File: src/hdl/assert_macros.svh
// Assertion macros used by the RTL datapath of the dual queue block.
`ifndef ASSERT_MACROS_SVH
`define ASSERT_MACROS_SVH
`ifndef ASSERT_OFF
// Same-cycle implication, disabled while reset is low.
`define ASSERT_IMPL(label, clk, rst_n, ante, cons) \
  label: assert property (@(posedge clk) disable iff (!(rst_n)) (ante) |-> (cons)) \
    else $error("assertion failed");
// Next-cycle implication, disabled while reset is low.
`define ASSERT_NEXT(label, clk, rst_n, ante, cons) \
  label: assert property (@(posedge clk) disable iff (!(rst_n)) (ante) |=> (cons)) \
    else $error("assertion failed");
`else
`define ASSERT_IMPL(label, clk, rst_n, ante, cons)
`define ASSERT_NEXT(label, clk, rst_n, ante, cons)
`endif
`endif

File: src/hdl/dqsb_pkg.sv
// Shared types and constants of the dual queue shared buffer.
package dqsb_pkg;

  localparam int DefaultDepth = 16;

  // Operation codes carried in the input tuser.
  localparam logic [1:0] OpInsA = 2'd0;
  localparam logic [1:0] OpInsB = 2'd1;
  localparam logic [1:0] OpRemA = 2'd2;
  localparam logic [1:0] OpRemB = 2'd3;

  // Status codes carried in the output tuser.
  localparam logic [1:0] StsOk        = 2'd0;
  localparam logic [1:0] StsOverflow  = 2'd1;
  localparam logic [1:0] StsUnderflow = 2'd2;

  // Commands from the controller to the datapath.
  typedef struct packed {
    logic take;  // capture the input transfer
    logic exec;  // perform the operation
    logic emit;  // load the output register
  } dp_cmd_t;

  // Status from the datapath to the controller.
  typedef struct packed {
    logic out_free;  // output register can take a result this cycle
  } dp_stat_t;

endpackage

File: src/hdl/dqsb_ctrl.sv
// Controller state machine of the dual queue shared buffer.
module dqsb_ctrl (
  input  logic               clk_i,
  input  logic               rst_ni,
  input  logic               in_valid_i,
  output logic               in_ready_o,
  input  dqsb_pkg::dp_stat_t stat_i,
  output dqsb_pkg::dp_cmd_t  cmd_o
);

  localparam logic [1:0] StIdle = 2'd0;
  localparam logic [1:0] StExec = 2'd1;
  localparam logic [1:0] StEmit = 2'd2;

  logic [1:0] state_q, state_d;

  always_comb begin
    state_d    = state_q;
    in_ready_o = 1'b0;
    cmd_o      = '0;
    case (state_q)
      StIdle: begin
        in_ready_o = 1'b1;
        if (in_valid_i) begin
          cmd_o.take = 1'b1;
          state_d    = StExec;
        end
      end
      StExec: begin
        cmd_o.exec = 1'b1;
        state_d    = StEmit;
      end
      StEmit: begin
        if (stat_i.out_free) begin
          cmd_o.emit = 1'b1;
          state_d    = StIdle;
        end
      end
      default: begin
        state_d = StIdle;
      end
    endcase
  end

  always_ff @(posedge clk_i or negedge rst_ni) begin
    if (!rst_ni) begin
      state_q <= StIdle;
    end else begin
      state_q <= state_d;
    end
  end

endmodule

File: src/hdl/dqsb_dp.sv
// Datapath of the dual queue shared buffer: pointers, storage and output register.
`include "assert_macros.svh"
module dqsb_dp #(
  parameter int DEPTH = dqsb_pkg::DefaultDepth
) (
  input  logic               clk_i,
  input  logic               rst_ni,
  input  dqsb_pkg::dp_cmd_t  cmd_i,
  output dqsb_pkg::dp_stat_t stat_o,
  input  logic [1:0]         op_i,
  input  logic [31:0]        value_i,
  output logic               out_valid_o,
  input  logic               out_ready_i,
  output logic [1:0]         status_o,
  output logic [31:0]        read_value_o
);

  localparam int IdxW = (DEPTH > 1) ? $clog2(DEPTH) : 1;
  localparam int PtrW = IdxW + 1;
  localparam logic [PtrW-1:0] DepthP = PtrW'(DEPTH);
  localparam logic [IdxW-1:0] LastIdx = IdxW'(DEPTH - 1);

  logic [31:0]     mem [DEPTH];
  logic [31:0]     mem_rd_q;

  logic [1:0]      op_q;
  logic [31:0]     value_q;

  logic [IdxW-1:0] head_a_q, head_a_d, tail_a_q, tail_a_d;
  logic [IdxW-1:0] head_b_q, head_b_d, tail_b_q, tail_b_d;
  logic            empty_a_q, empty_a_d, empty_b_q, empty_b_d;

  logic [1:0]      res_sts_q, res_sts_d;
  logic            res_rd_q, res_rd_d;
  logic            wr_en;
  logic [IdxW-1:0] wr_addr;
  logic [IdxW-1:0] rd_addr;

  logic            out_valid_q;
  logic [1:0]      out_sts_q;
  logic [31:0]     out_data_q;

  always_comb begin
    logic [PtrW-1:0] limit_a;
    logic [PtrW-1:0] next_a;
    logic [PtrW-1:0] next_b;
    logic            full_b;
    head_a_d  = head_a_q;
    tail_a_d  = tail_a_q;
    empty_a_d = empty_a_q;
    head_b_d  = head_b_q;
    tail_b_d  = tail_b_q;
    empty_b_d = empty_b_q;
    res_sts_d = dqsb_pkg::StsOk;
    res_rd_d  = 1'b0;
    wr_en     = 1'b0;
    wr_addr   = '0;
    rd_addr   = (op_q == dqsb_pkg::OpRemA) ? head_a_q : head_b_q;

    // A may grow up to the slot just below B's newest slot.
    limit_a = empty_b_q ? DepthP : {1'b0, tail_b_q};
    next_a  = empty_a_q ? '0 : ({1'b0, tail_a_q} + PtrW'(1));
    if (empty_b_q) begin
      next_b = {1'b0, LastIdx};
      full_b = !empty_a_q && (tail_a_q >= LastIdx);
    end else begin
      full_b = (tail_b_q == '0);
      next_b = full_b ? '0 : ({1'b0, tail_b_q} - PtrW'(1));
      if (!full_b && !empty_a_q && ({1'b0, tail_a_q} >= next_b)) begin
        full_b = 1'b1;
      end
    end

    case (op_q)
      dqsb_pkg::OpInsA: begin
        if (next_a >= limit_a) begin
          res_sts_d = dqsb_pkg::StsOverflow;
        end else begin
          if (empty_a_q) begin
            head_a_d = '0;
          end
          empty_a_d = 1'b0;
          tail_a_d  = next_a[IdxW-1:0];
          wr_en     = 1'b1;
          wr_addr   = next_a[IdxW-1:0];
        end
      end
      dqsb_pkg::OpInsB: begin
        if (full_b) begin
          res_sts_d = dqsb_pkg::StsOverflow;
        end else begin
          if (empty_b_q) begin
            head_b_d = LastIdx;
          end
          empty_b_d = 1'b0;
          tail_b_d  = next_b[IdxW-1:0];
          wr_en     = 1'b1;
          wr_addr   = next_b[IdxW-1:0];
        end
      end
      dqsb_pkg::OpRemA: begin
        if (empty_a_q) begin
          res_sts_d = dqsb_pkg::StsUnderflow;
        end else begin
          res_rd_d = 1'b1;
          if (head_a_q >= tail_a_q) begin
            head_a_d  = '0;
            tail_a_d  = '0;
            empty_a_d = 1'b1;
          end else begin
            head_a_d = head_a_q + IdxW'(1);
          end
        end
      end
      default: begin
        if (empty_b_q) begin
          res_sts_d = dqsb_pkg::StsUnderflow;
        end else begin
          res_rd_d = 1'b1;
          if (head_b_q <= tail_b_q) begin
            head_b_d  = LastIdx;
            tail_b_d  = LastIdx;
            empty_b_d = 1'b1;
          end else begin
            head_b_d = head_b_q - IdxW'(1);
          end
        end
      end
    endcase
  end

  // Queue pointers and flags.
  always_ff @(posedge clk_i or negedge rst_ni) begin
    if (!rst_ni) begin
      head_a_q  <= '0;
      tail_a_q  <= '0;
      empty_a_q <= 1'b1;
      head_b_q  <= LastIdx;
      tail_b_q  <= LastIdx;
      empty_b_q <= 1'b1;
    end else if (cmd_i.exec) begin
      head_a_q  <= head_a_d;
      tail_a_q  <= tail_a_d;
      empty_a_q <= empty_a_d;
      head_b_q  <= head_b_d;
      tail_b_q  <= tail_b_d;
      empty_b_q <= empty_b_d;
    end
  end

  // Storage array, at most one write and one registered read per operation.
  always_ff @(posedge clk_i) begin
    if (cmd_i.exec) begin
      if (wr_en) begin
        mem[wr_addr] <= value_q;
      end
      mem_rd_q <= mem[rd_addr];
    end
  end

  // Captured item and pending result payload.
  always_ff @(posedge clk_i) begin
    if (cmd_i.take) begin
      op_q    <= op_i;
      value_q <= value_i;
    end
    if (cmd_i.exec) begin
      res_sts_q <= res_sts_d;
      res_rd_q  <= res_rd_d;
    end
    if (cmd_i.emit) begin
      out_sts_q  <= res_sts_q;
      out_data_q <= res_rd_q ? mem_rd_q : '0;
    end
  end

  always_ff @(posedge clk_i or negedge rst_ni) begin
    if (!rst_ni) begin
      out_valid_q <= 1'b0;
    end else if (cmd_i.emit) begin
      out_valid_q <= 1'b1;
    end else if (out_ready_i) begin
      out_valid_q <= 1'b0;
    end
  end

  assign stat_o.out_free = !out_valid_q || out_ready_i;
  assign out_valid_o     = out_valid_q;
  assign status_o        = out_sts_q;
  assign read_value_o    = out_data_q;

  `ASSERT_IMPL(a_empty_a_home, clk_i, rst_ni, empty_a_q, (head_a_q == '0) && (tail_a_q == '0))
  `ASSERT_IMPL(a_empty_b_home, clk_i, rst_ni, empty_b_q, (head_b_q == LastIdx) && (tail_b_q == LastIdx))
  `ASSERT_IMPL(a_no_cross, clk_i, rst_ni, !empty_a_q && !empty_b_q, tail_a_q < tail_b_q)
  `ASSERT_NEXT(a_emit_shows, clk_i, rst_ni, cmd_i.emit, out_valid_q)

endmodule

File: src/hdl/dual_queue_shared_buffer.sv
// Top level of the dual queue shared buffer: two FIFO queues in one storage array.
//
// Channel  Dir  tdata                 tuser
// s_axis   in   [31:0] value          [1:0] op (insert A/B, remove A/B)
// m_axis   out  [31:0] read_value     [1:0] status (ok, overflow, underflow)
//
// Each transfer runs in three steps: capture, execute (pointer update, storage
// write and registered storage read at the queue head), and load of the output
// register. The storage array's single registered read port sets that order.
// The next item is accepted while a result still waits in the output register;
// a stalled output holds the following result in the datapath until it drains.
// Reset empties both queues; storage contents are not cleared and need no pass.
module dual_queue_shared_buffer #(
  parameter int DEPTH = dqsb_pkg::DefaultDepth
) (
  input  logic        clk_i,
  input  logic        rst_ni,
  input  logic        s_axis_tvalid_i,
  output logic        s_axis_tready_o,
  input  logic [31:0] s_axis_tdata_i,   // [31:0] value
  input  logic [1:0]  s_axis_tuser_i,   // [1:0] op
  output logic        m_axis_tvalid_o,
  input  logic        m_axis_tready_i,
  output logic [31:0] m_axis_tdata_o,   // [31:0] read_value
  output logic [1:0]  m_axis_tuser_o    // [1:0] status
);

  dqsb_pkg::dp_cmd_t  cmd;
  dqsb_pkg::dp_stat_t stat;

  // Sequence capture, execute and emit for one transfer at a time.
  dqsb_ctrl u_ctrl (
    .clk_i      (clk_i),
    .rst_ni     (rst_ni),
    .in_valid_i (s_axis_tvalid_i),
    .in_ready_o (s_axis_tready_o),
    .stat_i     (stat),
    .cmd_o      (cmd)
  );

  // Hold queue pointers, storage and the output register.
  dqsb_dp #(
    .DEPTH (DEPTH)
  ) u_dp (
    .clk_i        (clk_i),
    .rst_ni       (rst_ni),
    .cmd_i        (cmd),
    .stat_o       (stat),
    .op_i         (s_axis_tuser_i),
    .value_i      (s_axis_tdata_i),
    .out_valid_o  (m_axis_tvalid_o),
    .out_ready_i  (m_axis_tready_i),
    .status_o     (m_axis_tuser_o),
    .read_value_o (m_axis_tdata_o)
  );

endmodule

File: config.mk
export PLATFORM = sky130hd
export DESIGN_NAME = dual_queue_shared_buffer
export DESIGN_NICKNAME = d
export VERILOG_FILES = /design/src/hdl/dqsb_pkg.sv /design/src/hdl/dqsb_ctrl.sv /design/src/hdl/dqsb_dp.sv /design/src/hdl/dual_queue_shared_buffer.sv
export VERILOG_INCLUDE_DIRS = /design/src /design/src/hdl
export SDC_FILE = /design/constraint.sdc
export NUM_CORES = 1
export LEC_CHECK = 0
export ABC_AREA = 1
export BUFFER_PORTS_ARGS = -buffer_cell sky130_fd_sc_hd__buf_2
export CAP_MARGIN = 20
export CORE_MARGIN = 8
export CORE_UTILIZATION = 30
export CTS_CLUSTER_DIAMETER = 80
export CTS_CLUSTER_SIZE = 12
export DETAILED_ROUTE_END_ITERATION = 10
export MAX_ROUTING_LAYER = met4
export PLACE_DENSITY = 0.46
export SLEW_MARGIN = 0
export SYNTH_ARGS = -nofsm -noshare
export SYNTH_HDL_FRONTEND = slang
export SYNTH_SLANG_ARGS = --single-unit
File: constraint.sdc
create_clock -name clk_i -period 14 [get_ports clk_i]
set_input_delay 0.7 -clock clk_i [delete_from_list [all_inputs] [get_ports clk_i]]
set_output_delay 0.7 -clock clk_i [all_outputs]
set_load 0.02 [all_outputs]
==> impl_metrics.yaml <==
sta:
  finalClockSkew_ns: 0.02929
  rsz0062_at_grt: "no"
  hold_viol: 0
  min_period_over_period_pct: 29.12
  relSlewSlack_pct: 31.69
  fin_crit_ns: 4.076
  maxSlewViolCount: 0
  fin_setup_tns_ns: 0
  clock.fmax_mhz: 245.3
  tightest_slew_ns: 1.025
  setup_viol: 0
power_and_ir_drop:
  p_switching_w: 0.001768
  power_w: 0.005216
  p_leak_nw: 9.585
  p_seq_share_pct: 46.4
  intPower_w: 0.003449
  p_clk_share_pct: 27.8
  ir_drop_mv: 0.09103
  switching_share_pct: 33.89
  power_density_nw_per_um2: 182.4
  power_frac_comb_pct: 25.8
clock_network:
  clock_sink_count: 636
  ctsResizeCount: 0
  cts_buffer_depth: 3
  clk_latency_ns: 0.63
  ctsRootBufferMaster: "clkbuf_16"
  cts_tree: "yes"
  clkTransAtPathRegs_ns: 0.07
  hold_buffers: 0
  cts_setup_buffers: 0
  htreeDepth: 2
  cts_buffers: 59
setup_path:
  rr_worst_depth: 12
  start_kind: "register"
  critPathMaxFanout: 21
  r2r-start: "u_dp.tail_a_q[0]"
  critical_path_arrival_ns: 4.40
  reg2reg_to: "u_dp.mem[13][22]"
  endpoint_kind: "register"
  cp.required_ns: 14.32
  rrSetupSlack_ns: 9.92
  path_class: "reg2reg"
floorplanning:
  rows: 106
  start_util_pct: 30.29
  die_w_um: 306.5
  dieArea_um2: 93920
  die_h_um: 306.5
  core_area_um2: 83560
  ios: 74
finish:
  syn_to_final_growth_pct: 12.99
  antennaDiodeCount: 0
  nets: 2051
  drive_above_1_share_pct: 10.32
logic_synthesis:
  ys_ff_latch: 636
  syn_nets: 1994
  yosysUniqueCellTypes: 29
  yosysSeqAreaShare_pct: 75.09
  syn_area_um2: 25310
  syn_area_per_cell_um2: 13.07
  yosysWarnings: 0
  netlist_instances: 1936
global_routing:
  grt_first_pass_wirelength_mm: 98.30
  grt-ovfl-total: 0
  grt_pass1_vias: 15030
  grt_use_total_pct: 14.06
  antenna_found_initial: 1
  grt_max_degree: 222
detailed_routing:
  viasPerCell: 4.924
  via_count: 15200
  drt_iter0_markers: 1117
  wl_per_cell_um: 21.28
  drc: 0
  dr.pass1.iters: 5
  routed_wl_mm: 65.66
  detail-route-antenna-nets: 0
flow_run:
  cap_viol_max_count: 0
status:
  status: "finished, final reports clean"
placed_design:
  gp_congestion: 0.7800
  port_buffers: 73
  hpwl_mm: 36.32
worst_hold_path:
  hold_class: "in2async"
## worst max path at each step
| stage | start | slack (ns) | to |
|---|---|---|---|
| after floorplan | u_ctrl.state_q[0] | 9.56 | u_dp.mem[10][0] |
| after global placement | u_dp.tail_a_q[0] | 9.85 | u_dp.mem[15][16] |
| final | u_dp.tail_a_q[0] | 9.92 | u_dp.mem[13][22] |
| after global routing | u_dp.empty_b_q | 9.67 | u_dp.mem[13][22] |
| after CTS | u_dp.tail_a_q[0] | 9.97 | u_dp.mem[13][20] |
| after detailed placement | u_dp.tail_a_q[0] | 10.01 | u_dp.mem[13][19] |
## power by group through the flow
stage | Clock [W] | Combinational, W | Sequential [W]
after CTS | 0.00150 | 0.00137 | 0.00242
after detailed placement | 0 | 0.00136 | 0.00246
final | 0.00145 | 0.00134 | 0.00242
after global routing | 0.00156 | 0.00152 | 0.00244
after floorplan | 0 | 0.000933 | 0.00242
after global placement | 0 | 0.00135 | 0.00246
## per-stage QoR
step | std cells | instance area (um^2) | utilization [%] | worst slack (ns) | hold WS [ns]
final | 3086 | 28600 | 34.23 | 9.924 | 0.06485
after global routing | 3086 | 28600 | 34.23 | 9.671 | 0.06877
after CTS | 3086 | 28600 | 34.23 | 9.974 | 0.02846
after detailed placement | 3012 | 27000 | 32.32 | 10.01 | 0.4275
after global placement | 3005 | 26840 | 32.12 | 9.847 | 0.4183
after floorplan | 1936 | 25310 | - | 9.563 | 0.4003
## layer usage
| metal | vias to the layer above | track usage, % | part of all wire [%] |
|---|---|---|---|
| met2 | 327 | 22.69 | 48 |
| met4 | 0 | 3.064 | 1.6 |
| met3 | 76 | 1.930 | 4.3 |
| met1 | 7697 | 18.94 | 47 |
| li1 | 7095 | - | - |
| met5 | - | - | 0 |
## layout make-up
class | instances | area (um^2)
Clock inverter | 3 | 33.78
Fill cell | 8153 | 54960
Tap cell | 1080 | 1351
Timing Repair Buffer | 104 | 720.7
Sequential cell | 636 | 19010
Inverter | 122 | 464.2
Clock buffer | 71 | 1564
Multi-Input combinational cell | 1070 | 5460
## cell usage in the layout (no fill, tap or decap), types with 11 or more instances in the layout
| cell | count |
|---|---|
| edfxtp_1 | 615 |
| nor2_1 | 318 |
| o21ai_0 | 243 |
| nand2_1 | 141 |
| o211ai_1 | 129 |
| inv_1 | 116 |
| buf_2 | 73 |
| o21ai_1 | 71 |
| clkbuf_16 | 61 |
| a21oi_1 | 57 |
| nand3_1 | 45 |
| buf_4 | 23 |
| ha_1 | 20 |
| nor2_4 | 18 |
| dfrtp_1 | 11 |
## worst max-delay path, cell delays in order, from the launching register on
cell and delay (ns):
dfrtp_1 0.49, ha_1 0.23, o21ai_0 0.08, a21oi_1 0.31, ha_1 0.33, a21oi_1 0.16, o21ai_0 0.10, nor2_1 0.32
nand4_1 0.16, nand2_1 0.18, nand3_1 0.33, nor2_4 0.83, buf_16 0.24
## Yosys cell counts (all sizes together)
cell type / number / share of area (%)
nand2: 144 / 2.2
clkinv: 1 / 0.015
nor3: 2 / 0.040
o22ai: 1 / 0.025
nand4: 10 / 0.25
o21ai: 317 / 6.3
nor3b: 2 / 0.059
ha: 20 / 0.99
nand3b: 2 / 0.059
nand3: 45 / 0.89
inv: 121 / 1.8
xnor2: 1 / 0.035
o21a: 1 / 0.030
o211ai: 129 / 3.8
dfstp: 10 / 1.0
nor2: 336 / 5.0
edfxtp: 615 / 73
xor2: 3 / 0.10
a21oi: 57 / 1.1
buf: 79 / 1.8
dfrtp: 11 / 1.1
clkbuf: 29 / 0.43
## sequential cells by signal (all words and copies together), names as in the netlist
signal / flops
u_ctrl.state_q: 2
u_dp.empty_a_q: 1
u_dp.empty_b_q: 1
u_dp.head_a_q: 4
u_dp.head_b_q: 4
u_dp.mem: 512
u_dp.mem_rd_q: 32
u_dp.op_q: 2
u_dp.out_valid_o: 1
u_dp.read_value_o: 32
u_dp.res_rd_q: 1
u_dp.res_sts_q: 2
u_dp.status_o: 2
u_dp.tail_a_q: 4
u_dp.tail_b_q: 4
u_dp.value_q: 32
## kinds of logic (layout without fill, tap and decap cells)
family | after synthesis | in the layout | synth area share, %
flops | 636 | 636 | 75.09
buf+inv | 230 | 300 | 4.014
xor+xnor | 4 | 4 | 0.1384
simple gates | 541 | 541 | 8.453
compound gates | 505 | 505 | 11.32
fa+ha+maj | 20 | 20 | 0.9886
(Power assumes the default switching activity.)
